`src/design/ihex_pkg.sv`:
```
// ----------------------------------------------------------------------------
// Intel HEX parser package
// Shared types, character constants and the hex digit decoder.
// ----------------------------------------------------------------------------
package ihex_pkg;

  localparam logic [7:0] CharLf      = 8'h0A;
  localparam logic [7:0] CharZero    = 8'h30;
  localparam logic [7:0] CharNine    = 8'h39;
  localparam logic [7:0] CaseMask    = 8'hDF;
  localparam logic [7:0] CharUpperA  = 8'h41;
  localparam logic [7:0] CharUpperF  = 8'h46;
  localparam logic [7:0] LetterBias  = 8'h37;
  localparam logic [7:0] RecExtLinear = 8'h04;

  // Result kinds as they appear on the result_kind port.
  typedef enum logic [2:0] {
    KIND_WORD      = 3'd0,
    KIND_RECORD_OK = 3'd1,
    KIND_EOF       = 3'd2,
    KIND_CHECKSUM  = 3'd3,
    KIND_BAD_DIGIT = 3'd4
  } ihex_kind_e;

  // Parser phase, one-hot.
  typedef enum logic [6:0] {
    PH_LEAD  = 7'b000_0001,
    PH_COUNT = 7'b000_0010,
    PH_ADDR  = 7'b000_0100,
    PH_TYPE  = 7'b000_1000,
    PH_DATA  = 7'b001_0000,
    PH_CHECK = 7'b010_0000,
    PH_EOL   = 7'b100_0000
  } ihex_phase_e;

  // One result word leaving the parser core.
  typedef struct packed {
    logic        valid;
    ihex_kind_e  kind;
    logic [31:0] wr_addr;
    logic [15:0] write_data;
    logic [1:0]  byte_enable;
  } ihex_result_t;

  // Hex digit decode: bit 4 is set when the character is a hex digit.
  function automatic logic [4:0] hex_decode(input logic [7:0] c);
    logic [7:0] folded;
    logic [7:0] diff;
    folded = c & CaseMask;
    if (c >= CharZero && c <= CharNine) begin
      diff = c - CharZero;
      return {1'b1, diff[3:0]};
    end else if (folded >= CharUpperA && folded <= CharUpperF) begin
      diff = folded - LetterBias;
      return {1'b1, diff[3:0]};
    end
    return 5'b0_0000;
  endfunction

endpackage

```
`src/design/ihex_in_stage.sv`:
```
// ----------------------------------------------------------------------------
// Intel HEX parser input stage
// Registers one incoming character and holds it until the core consumes it.
// ----------------------------------------------------------------------------
module ihex_in_stage (
  input  logic       clk_i,
  input  logic       rst_ni,
  input  logic       in_valid_i,
  output logic       in_ready_o,
  input  logic [7:0] character_i,
  input  logic       advance_i,
  output logic       char_valid_o,
  output logic [7:0] char_o
);

  logic       valid_q;
  logic [7:0] char_q;

  assign in_ready_o   = !valid_q || advance_i;
  assign char_valid_o = valid_q;
  assign char_o       = char_q;

  always_ff @(posedge clk_i or negedge rst_ni) begin
    if (!rst_ni) begin
      valid_q <= 1'b0;
    end else if (in_valid_i && in_ready_o) begin
      valid_q <= 1'b1;
    end else if (advance_i) begin
      valid_q <= 1'b0;
    end
  end

  always_ff @(posedge clk_i) begin
    if (in_valid_i && in_ready_o) begin
      char_q <= character_i;
    end
  end

endmodule

```
`src/design/ihex_core.sv`:
```
// ----------------------------------------------------------------------------
// Intel HEX parser core
// Per-character record state machine, checksum and word packing.
// ----------------------------------------------------------------------------
module ihex_core (
  input  logic                  clk_i,
  input  logic                  rst_ni,
  input  logic                  step_i,
  input  logic [7:0]            char_i,
  output ihex_pkg::ihex_result_t res_o
);
  import ihex_pkg::*;

  ihex_phase_e phase_q, phase_d;
  logic        nib_pend_q, nib_pend_d;
  logic [3:0]  high_nib_q, high_nib_d;
  logic [1:0]  fbi_q, fbi_d;
  logic [7:0]  bytes_left_q, bytes_left_d;
  logic [16:0] byte_addr_q, byte_addr_d;
  logic [7:0]  rec_kind_q, rec_kind_d;
  logic [15:0] page_q, page_d;
  logic [7:0]  sum_q, sum_d;
  logic [7:0]  held_q, held_d;
  logic        halted_q, halted_d;

  logic [4:0]  dig;
  logic [7:0]  byte_val;
  logic [31:0] word_addr;
  logic [16:0] addr_half;

  assign dig       = hex_decode(char_i);
  assign byte_val  = {high_nib_q, dig[3:0]};
  assign addr_half = byte_addr_q >> 1;
  assign word_addr = {page_q, 16'h0000} | {15'h0000, addr_half};

  always_comb begin
    phase_d      = phase_q;
    nib_pend_d   = nib_pend_q;
    high_nib_d   = high_nib_q;
    fbi_d        = fbi_q;
    bytes_left_d = bytes_left_q;
    byte_addr_d  = byte_addr_q;
    rec_kind_d   = rec_kind_q;
    page_d       = page_q;
    sum_d        = sum_q;
    held_d       = held_q;
    halted_d     = halted_q;
    res_o        = '0;

    if (step_i && !halted_q) begin
      if (phase_q == PH_LEAD) begin
        if (char_i != CharLf) begin
          phase_d    = PH_COUNT;
          nib_pend_d = 1'b0;
          sum_d      = 8'h00;
        end
      end else if (phase_q == PH_EOL) begin
        if (char_i == CharLf) begin
          phase_d = PH_LEAD;
        end
      end else if (!dig[4]) begin
        halted_d   = 1'b1;
        res_o.valid = 1'b1;
        res_o.kind  = KIND_BAD_DIGIT;
      end else if (!nib_pend_q) begin
        high_nib_d = dig[3:0];
        nib_pend_d = 1'b1;
      end else begin
        nib_pend_d = 1'b0;
        sum_d      = sum_q + byte_val;
        unique case (phase_q)
          PH_COUNT: begin
            if (byte_val == 8'h00) begin
              halted_d    = 1'b1;
              res_o.valid = 1'b1;
              res_o.kind  = KIND_EOF;
            end else begin
              bytes_left_d = byte_val;
              fbi_d        = 2'd0;
              byte_addr_d  = '0;
              phase_d      = PH_ADDR;
            end
          end
          PH_ADDR: begin
            byte_addr_d = {1'b0, byte_addr_q[7:0], byte_val};
            if (fbi_q == 2'd0) begin
              fbi_d = 2'd1;
            end else begin
              fbi_d   = 2'd0;
              phase_d = PH_TYPE;
            end
          end
          PH_TYPE: begin
            rec_kind_d = byte_val;
            fbi_d      = 2'd0;
            phase_d    = (bytes_left_q == 8'h00) ? PH_CHECK : PH_DATA;
          end
          PH_DATA: begin
            if (rec_kind_q == RecExtLinear) begin
              // Extended linear address: page is big-endian.
              if (fbi_q == 2'd0) begin
                page_d = {byte_val, 8'h00};
              end else if (fbi_q == 2'd1) begin
                page_d = {page_q[15:8], byte_val};
              end
            end else if (!byte_addr_q[0]) begin
              held_d = byte_val;
              if (bytes_left_q == 8'h01) begin
                res_o.valid       = 1'b1;
                res_o.kind        = KIND_WORD;
                res_o.wr_addr     = word_addr;
                res_o.write_data  = {8'h00, byte_val};
                res_o.byte_enable = 2'b01;
              end
            end else begin
              res_o.valid   = 1'b1;
              res_o.kind    = KIND_WORD;
              res_o.wr_addr = word_addr;
              if (fbi_q == 2'd0) begin
                res_o.write_data  = {byte_val, 8'h00};
                res_o.byte_enable = 2'b10;
              end else begin
                res_o.write_data  = {byte_val, held_q};
                res_o.byte_enable = 2'b11;
              end
            end
            if (fbi_q != 2'd3) begin
              fbi_d = fbi_q + 2'd1;
            end
            byte_addr_d  = byte_addr_q + 17'd1;
            bytes_left_d = bytes_left_q - 8'd1;
            if (bytes_left_q == 8'h01) begin
              phase_d = PH_CHECK;
            end
          end
          PH_CHECK: begin
            res_o.valid = 1'b1;
            if (sum_d != 8'h00) begin
              halted_d   = 1'b1;
              res_o.kind = KIND_CHECKSUM;
            end else begin
              phase_d    = PH_EOL;
              res_o.kind = KIND_RECORD_OK;
            end
          end
          default: begin
            phase_d = PH_EOL;
          end
        endcase
      end
    end
  end

  always_ff @(posedge clk_i or negedge rst_ni) begin
    if (!rst_ni) begin
      phase_q      <= PH_LEAD;
      nib_pend_q   <= 1'b0;
      high_nib_q   <= 4'h0;
      fbi_q        <= 2'd0;
      bytes_left_q <= 8'h00;
      byte_addr_q  <= '0;
      rec_kind_q   <= 8'h00;
      page_q       <= 16'h0000;
      sum_q        <= 8'h00;
      halted_q     <= 1'b0;
    end else begin
      phase_q      <= phase_d;
      nib_pend_q   <= nib_pend_d;
      high_nib_q   <= high_nib_d;
      fbi_q        <= fbi_d;
      bytes_left_q <= bytes_left_d;
      byte_addr_q  <= byte_addr_d;
      rec_kind_q   <= rec_kind_d;
      page_q       <= page_d;
      sum_q        <= sum_d;
      halted_q     <= halted_d;
    end
  end

  always_ff @(posedge clk_i) begin
    held_q <= held_d;
  end

  a_halted_silent: assert property (@(posedge clk_i) disable iff (!rst_ni)
    halted_q |-> !res_o.valid)
    else $error("result produced while halted");

  a_word_has_enable: assert property (@(posedge clk_i) disable iff (!rst_ni)
    (res_o.valid && res_o.kind == KIND_WORD) |-> (res_o.byte_enable != 2'b00))
    else $error("word write without byte enable");

  a_status_clean: assert property (@(posedge clk_i) disable iff (!rst_ni)
    (res_o.valid && res_o.kind != KIND_WORD) |->
      (res_o.wr_addr == 32'h0 && res_o.write_data == 16'h0 &&
       res_o.byte_enable == 2'b00))
    else $error("status result carries write payload");

  a_stop_halts: assert property (@(posedge clk_i) disable iff (!rst_ni)
    (res_o.valid && res_o.kind != KIND_WORD && res_o.kind != KIND_RECORD_OK) |=>
      halted_q)
    else $error("terminal result did not halt the parser");

endmodule

```
`src/design/ihex_out_stage.sv`:
```
// ----------------------------------------------------------------------------
// Intel HEX parser output stage
// Result register that holds a word until the receiver takes it.
// ----------------------------------------------------------------------------
module ihex_out_stage (
  input  logic                   clk_i,
  input  logic                   rst_ni,
  input  logic                   char_valid_i,
  input  ihex_pkg::ihex_result_t res_i,
  output logic                   advance_o,
  output logic                   out_valid_o,
  input  logic                   out_ready_i,
  output logic [2:0]             result_kind_o,
  output logic [31:0]            wr_addr_o,
  output logic [15:0]            write_data_o,
  output logic [1:0]             byte_enable_o
);
  import ihex_pkg::*;

  logic         valid_q;
  ihex_result_t res_q;

  // The register can take a new result when empty or being drained.
  assign advance_o      = !valid_q || out_ready_i;
  assign out_valid_o    = valid_q;
  assign result_kind_o  = res_q.kind;
  assign wr_addr_o      = res_q.wr_addr;
  assign write_data_o   = res_q.write_data;
  assign byte_enable_o  = res_q.byte_enable;

  always_ff @(posedge clk_i or negedge rst_ni) begin
    if (!rst_ni) begin
      valid_q <= 1'b0;
    end else if (advance_o) begin
      valid_q <= char_valid_i && res_i.valid;
    end
  end

  always_ff @(posedge clk_i) begin
    if (advance_o && char_valid_i && res_i.valid) begin
      res_q <= res_i;
    end
  end

endmodule

```
`src/design/intel_hex_record_parser.sv`:
```
// ----------------------------------------------------------------------------
// Intel HEX record parser
// Streams hex text in one character per word and emits memory word writes.
// ----------------------------------------------------------------------------
// Usage:
// The input channel (in_valid_i / in_ready_o / character_i) carries one ASCII
// character per word. The output channel (out_valid_o / out_ready_i) carries
// at most one result per character: a 16-bit word write with byte enables, a
// record-ok status, end of file, a checksum error or a bad digit.
// A character is captured in an input register, decoded by the parser core
// while it waits there, and its result is registered in the output register,
// where the receiver can take it. Throughput is one character per cycle
// while the output register can take a result, as the core updates its state
// once per character; characters that produce no result flow through too.
// When the receiver stalls, the output register holds its word and the input
// register holds the next character; ready drops only when both are full.
// Reset returns the parser to waiting for the leading character of a line,
// with the upper page cleared. After end of file, a checksum error or a bad
// digit the parser ignores all further characters until the next reset.
// ----------------------------------------------------------------------------
module intel_hex_record_parser (
  input  logic        clk_i,
  input  logic        rst_ni,
  input  logic        in_valid_i,
  output logic        in_ready_o,
  input  logic [7:0]  character_i,
  output logic        out_valid_o,
  input  logic        out_ready_i,
  output logic [2:0]  result_kind_o,
  output logic [31:0] wr_addr_o,
  output logic [15:0] write_data_o,
  output logic [1:0]  byte_enable_o
);
  import ihex_pkg::*;

  logic         advance;
  logic         char_valid;
  logic [7:0]   char_q;
  ihex_result_t res;

  // Input register: one character waiting for the core.
  ihex_in_stage u_in (
    .clk_i       (clk_i),
    .rst_ni      (rst_ni),
    .in_valid_i  (in_valid_i),
    .in_ready_o  (in_ready_o),
    .character_i (character_i),
    .advance_i   (advance),
    .char_valid_o(char_valid),
    .char_o      (char_q)
  );

  // The core updates its state only when the result register can take the
  // outcome, so a stalled receiver freezes the parser cleanly.
  ihex_core u_core (
    .clk_i (clk_i),
    .rst_ni(rst_ni),
    .step_i(char_valid && advance),
    .char_i(char_q),
    .res_o (res)
  );

  ihex_out_stage u_out (
    .clk_i         (clk_i),
    .rst_ni        (rst_ni),
    .char_valid_i  (char_valid),
    .res_i         (res),
    .advance_o     (advance),
    .out_valid_o   (out_valid_o),
    .out_ready_i   (out_ready_i),
    .result_kind_o (result_kind_o),
    .wr_addr_o     (wr_addr_o),
    .write_data_o  (write_data_o),
    .byte_enable_o (byte_enable_o)
  );

endmodule

```
`config.mk`:
```
export PLATFORM = sky130hd
export DESIGN_NAME = intel_hex_record_parser
export DESIGN_NICKNAME = d
export VERILOG_FILES = /design/src/design/ihex_pkg.sv /design/src/design/ihex_in_stage.sv /design/src/design/ihex_core.sv /design/src/design/ihex_out_stage.sv /design/src/design/intel_hex_record_parser.sv
export SDC_FILE = /design/constraint.sdc
export NUM_CORES = 1
export LEC_CHECK = 0
export ABC_CLOCK_PERIOD_IN_PS = 11200
export BUFFER_PORTS_ARGS = -buffer_cell sky130_fd_sc_hd__buf_2
export CAP_MARGIN = 15
export CORE_MARGIN = 2
export CORE_UTILIZATION = 48
export DETAILED_ROUTE_END_ITERATION = 6
export HOLD_SLACK_MARGIN = 0.05
export PLACE_DENSITY = 0.67
export SYNTH_ARGS = -nofsm -noshare
export SYNTH_HDL_FRONTEND = slang
export SYNTH_SLANG_ARGS = --single-unit
```
`constraint.sdc`:
```
create_clock -name clk_i -period 11.2 [get_ports clk_i]
set_input_delay 2.24 -clock clk_i [delete_from_list [all_inputs] [get_ports clk_i]]
set_output_delay 2.24 -clock clk_i [all_outputs]
set_load 0.02 [all_outputs]
```
==> results of run 1 <==
layer usage:
| metal | global-route usage (%) | vias up | wire length (um) |
|---|---|---|---|
| met4 | 8.69 | 0 | 382 |
| met3 | 5.03 | 30 | 794 |
| li1 | - | 2511 | - |
| met5 | 0 | - | 0 |
| met1 | 27.5 | 2517 | 6940 |
| met2 | 31.6 | 172 | 7230 |
worst reg2reg max path: cells and delay by family (launching register included):
| family | cells | cell delay, ps |
|---|---|---|
| AOI/OAI and AO/OA | 5 | 1460 |
| adders and majority gates | 2 | 790 |
| buffers and inverters | 2 | 570 |
| and+or+nand+nor | 5 | 1150 |
| DFF | 1 | 450 |
worst max-delay path by stage:
stage	slack, ps	to	from
3_3_place_gp	6140	in_ready_o	out_ready_i
6_report	6100	in_ready_o	out_ready_i
5_1_grt	6000	in_ready_o	out_ready_i
2_1_floorplan	5420	u_out.byte_enable_o[0]	out_ready_i
4_1_cts	6090	in_ready_o	out_ready_i
3_5_place_dp	6100	in_ready_o	out_ready_i
cells in the mapped netlist (10+ instances only):
cell type and n:
dfrtp_1 73, o21ai_0 48, edfxtp_1 69, a22oi_1 13, inv_1 21, a21oi_1 30, and2_1 31, mux2_2 10
nand2_1 53, nor2_1 59, nand3_1 18, nor3_1 18, a22o_1 10, and3_1 12, nand2b_1 14, ha_1 18
clkbuf_1 15
sequential cells by signal, indices dropped and copies added, names as in the netlist, 2 cells and up:
name	count
u_core.byte_addr_q	17
u_core.bytes_left_q	8
u_core.fbi_q	2
u_core.held_q	8
u_core.high_nib_q	4
u_core.page_q	16
u_core.phase_q	7
u_core.rec_kind_q	8
u_core.sum_q	8
u_in.char_o	8
u_out.byte_enable_o	2
u_out.result_kind_o	3
u_out.wr_addr_o	32
u_out.write_data_o	16
stage by stage:
stage                     hold slack, ps  setup slack [ps]  instances  util [%]
after floorplan                      423              5420        651         -
final                                469              6100        905      55.9
after global placement               454              6140        873      51.8
after detailed placement             462              6100        873      51.8
after global routing                 494              6000        905      55.9
after CTS                            475              6090        905      55.9
layout make-up:
type                    count  area (um^2)  area share [%]
well taps                 184          230            2.85
inverters                  21         78.8           0.977
clock inverters            14          166            2.06
clock buffers              18          429            5.32
multi-input cells         454         2870            35.6
repair buffers             71          368            4.56
flip-flops and latches    143         3930            48.7
logic make-up after synthesis:
logic type	Yosys count
flops	143
fa+ha+maj	19
compound gates	167
buf+inv	54
mux	13
simple gates	248
xor+xnor	7
report_power, final:
group | internal, W | total, W | switching [W]
clock network | 0.000350 | 0.000571 | 0.000221
registers | 0.000550 | 0.000552 | 0.00000199
logic | 0.00000490 | 0.0000175 | 0.0000126
total | 0.000905 | 0.00114 | 0.000236
==> results_dict.tcl, run 1 <==
set metrics [dict create \
    ant_nets 0 \
    drt-wirelength-per-cell_um 17.0 \
    min_path_cells 2 \
    synth_top_family_by_area "simple AND/OR/NAND/NOR gates" \
    yosysWarnings 0 \
    synth_area_leaders "edfxtp_1 30%, dfrtp_1 26%, o21ai_0 3.4%" \
    worst_r2r_path_depth 14 \
    core_area_mm2 0.0144 \
    cp.depth 4 \
    viasPerCell 5.78 \
    async_flop_share_pct 51.7 \
    leakage_nw 3.16 \
    worstMarginPinSlew_ps 981 \
    ctsResizeCount 0 \
    synth_xor_area_share_pct 0.874 \
    slowest_delay_ps 210 \
    post_cts_buffers 0 \
    crit_slowest_cell "nor2b_1" \
    synth_area_mm2 0.00702 \
    rr_endpoint "u_out.result_kind_o[1]" \
    total_power_w 0.00114 \
    cp_cell_sequence "buf_2, nor2b_1, nand2_1, buf_2" \
    dieArea_mm2 0.0156 \
    synth_compound_area_share_pct 15.8 \
    clock_sinks 143 \
    synthDistinctLibCells 77 \
    dr.first_iter.drc_count 460 \
    slew_violations 0 \
    synth_top_cell_by_area "edfxtp_1" \
    critPathBufInv 2 \
    diodes 0 \
    crit_path_end_kind "output port" \
    tns_ps 0 \
    cts_tree "done" \
    first_pass_iters 7 \
    power_density_mw_per_mm2 141 \
    path_class "in2out" \
    r2r-start "u_in.char_o[0]" \
    ys_ff_latch 143 \
    clk_path_buf_depth 2 \
    whs_endpoint "u_core.page_q[3]" \
    drive_gt1_share_pct 18.3 \
    gp_congestion 0.915 \
    grt_setup_unrepaired "false" \
    cp.arrival_ps 2860 \
    drv_cap 0 \
    pin_count 67 \
    ys_seq_area_share_pct 55.9 \
    wl_um 15300 \
    num_vias 5230 \
    fmax_mhz 196 \
    grt_pass1_vias 5056 \
    yosys.area_share.simple_pct 18.4 \
    final_area_mm2 0.00807 \
    io_buffers 66 \
    clk_pin_slew_ps 60 \
    cts_buffers 17 \
    areaGrowthSynthToFinish_pct 14.9 \
    cts-hold-fix-buffers 0 \
    nFillCells 1237 \
    drc_errors 0 \
    synth_edf_count 69 \
    start_kind "input pin" \
    nNetsFinal 739 \
    min_from "u_core.page_q[3]" \
    postSynthCellCount 651 \
    syn-num-nets 682 \
    dp_hpwl_um 10200 \
    critical-path-top-delay-family "simple AND/OR/NAND/NOR gates" \
    rows 44 \
    hold_viol_final 0 \
    antenna_found_initial 0 \
    layout_commonest_cell "dfrtp_1" \
    ir_drop_mv 0.103 \
    start_util_pct 48.7 \
    overflow 0 \
    required_ps 8960 \
    grt_pass1_wl_um 25400 \
    layout_common_cells "73 x dfrtp_1, 69 x edfxtp_1, 66 x buf_2" \
    clk_latency_ps 430 \
    dieWidth_um 125 \
    r2r_slack_ps 6500 \
    max-slew-margin-rel_pct 34.1 \
    cts-root-buf "clkbuf_16" \
    synthFlopType "dfrtp_1" \
    hp-class "reg2reg" \
    place_area_mm2 0.00747 \
    netlist.area_leader.share_pct 29.5 \
    final.min_clock_period_ps 5100 \
    synth_area_per_cell_um2 10.8 \
    status "finished clean" \
    cpMostUsedCell "buf_2" \
    critPathMaxFanout 4 \
    layout_worst_path_cycle_share_pct 45.5 \
    synthAdderAreaFrac_pct 3.49 \
    synthMuxAreaShare_pct 2.10 \
    die-height_um 125 \
    htree_levels 4 \
    grt_usage_pct 20.3 \
    setup_viol 0 \
    fin_worst_skew_ps 9.38 \
    grt_max_degree 75 \
]
No activity file was read; power rests on OpenSTA's default activity.
==> run 2, diff against run 1 <==
Settings changed: ABC_CLOCK_PERIOD_IN_PS 11200 to 4500, PLACE_DENSITY 0.67 to 0.69.
Clock period 11.2 ns to 4.5 ns, I/O delays scaled along.
==> run 2 against run 1 <==
Against the previous run:
- non-clock buffer count rose by 8
- critical path depth up 11
- sequential cell count unchanged
- count of clock-buffer cells in the layout stayed put
- hold slack better by 15 ps
- combinational power grew to 2.5 times the previous value
- global-route usage up 0.97 points
- sequential power grew 150%
- wire length is 4.0% higher
- critical path type is now reg2reg
==> results_dict.tcl, run 2 (synthesis gave the netlist of run 1 again) <==
set metrics [dict create \
    max-slew-margin-rel_pct 33.8 \
    hold_viol_final 0 \
    place_area_mm2 0.00753 \
    r2r-start "u_in.char_o[0]" \
    worstMarginPinSlew_ps 993 \
    slew_violations 0 \
    post_cts_buffers 0 \
    crit_path_end_kind "flip-flop" \
    cp-startpoint "u_in.char_o[0]" \
    critPathMaxFanout 5 \
    num_vias 5236 \
    routed-wl-met3_um 900 \
    clk_path_buf_depth 2 \
    antenna_found_initial 0 \
    layout_commonest_cell "dfrtp_1" \
    ctsResizeCount 0 \
    first_pass_iters 6 \
    core_area_mm2 0.0144 \
    top_layer_used "met4" \
    clock_sinks 143 \
    areaGrowthSynthToFinish_pct 15.8 \
    drc_errors 0 \
    layout_worst_path_cycle_share_pct 90.7 \
    tns_ps 0 \
    required_ps 4670 \
    cts_tree "done" \
    cts_buffers 17 \
    grt_usage_pct 21.3 \
    drv_cap 0 \
    grt_max_degree 75 \
    leakage_nw 3.19 \
    wl_met1_um 6860 \
    viasPerCell 5.73 \
    crit_slowest_cell "edfxtp_1" \
    fin_worst_skew_ps 9.96 \
    dieArea_mm2 0.0156 \
    layout_common_cells "73 x dfrtp_1, 69 x edfxtp_1, 66 x buf_2" \
    power_density_mw_per_mm2 349 \
    ant_nets 0 \
    htree_levels 4 \
    final_area_mm2 0.00813 \
    slowest_delay_ps 460 \
    wl_um 16000 \
    status "finished clean" \
    grt_pass1_wl_um 26200 \
    nFillCells 1239 \
    final.min_clock_period_ps 4080 \
    grt_setup_unrepaired "false" \
    dieWidth_um 125 \
    cp.arrival_ps 4250 \
    clk_pin_slew_ps 60 \
    worst_r2r_path_depth 15 \
    die-height_um 125 \
    cts-hold-fix-buffers 0 \
    dp_hpwl_um 10600 \
    drive_gt1_share_pct 19.1 \
    overflow 0 \
    diodes 0 \
    io_buffers 66 \
    fmax_mhz 245 \
    cts-root-buf "clkbuf_16" \
    gp_congestion 0.902 \
    wl_met2_um 7710 \
    min_path_cells 2 \
    path_class "reg2reg" \
    min_from "u_core.rec_kind_q[0]" \
    setup_viol 0 \
    ir_drop_mv 0.256 \
    pin_count 67 \
    largest_reg_flops 32 \
    start_kind "flip-flop" \
    start_util_pct 48.7 \
    nNetsFinal 747 \
    hp-class "reg2reg" \
    cp_cell_sequence "inv_1, ha_1, or3b_1, nand3_1, a21boi_1, inv_1, ha_1, fa_1, a211oi_1, or4b_2, o2111ai_1, nor3_1, a41o_1, o31a_1, nor2_1" \
    clk_latency_ps 430 \
    rows 44 \
    dr.first_iter.drc_count 463 \
    drt-wirelength-per-cell_um 17.5 \
    grt_pass1_vias 5223 \
]
-- run 2: final cells by class --
cell class	count	area [um^2]	area share, %
Clock buffer	18	429	5.28
Clock inverter	14	165	2.03
Inverter	21	78.8	0.970
Multi-Input combinational cell	454	2870	35.3
Sequential cell	143	3930	48.3
Tap cell	184	230	2.83
Timing Repair Buffer	79	428	5.27
-- run 2: path summary, 6_finish.rpt --
check	endpoint	slack, ps
max in group asynchronous	u_core.rec_kind_q[4]	3160
worst min-delay path	u_core.rec_kind_q[0]	480
min in group asynchronous	u_core.sum_q[4]	670
worst min register to register	u_core.rec_kind_q[0]	480
worst max register to register	u_out.result_kind_o[1]	420
worst max-delay path	u_out.result_kind_o[1]	420
-- run 2: stage by stage --
step / hold WS (ps) / utilization [%] / total power (W) / worst slack [ps] / std cells
2_1_floorplan: 423 / - / 0.00142 / 370 / 651
3_3_place_gp: 451 / 52.2 / 0.00144 / 574 / 881
3_5_place_dp: 465 / 52.2 / 0.00145 / 452 / 881
4_1_cts: 488 / 56.3 / 0.00285 / 427 / 913
5_1_grt: 509 / 56.3 / 0.00293 / 63.0 / 913
6_report: 484 / 56.3 / 0.00284 / 419 / 913
-- run 2: routing by layer --
metal	track usage, %	up-vias
met4	9.74	0
met3	5.71	42
met5	0	-
met1	26.5	2492
li1	-	2509
met2	35.0	193
-- run 2: power by group --
| part | internal, W | switching [W] |
|---|---|---|
| combinational | 0.0000132 | 0.0000314 |
| clock | 0.000870 | 0.000548 |
| sequential | 0.00137 | 0.00000508 |
| total | 0.00225 | 0.000584 |
-- run 2: critical path, delay by kind of cell, from the launching register on --
kind / cells / cell delay [ps]
fa+ha+maj: 3 / 870
buf+inv: 2 / 300
simple gates: 5 / 1030
flops: 1 / 460
compound gates: 5 / 1150
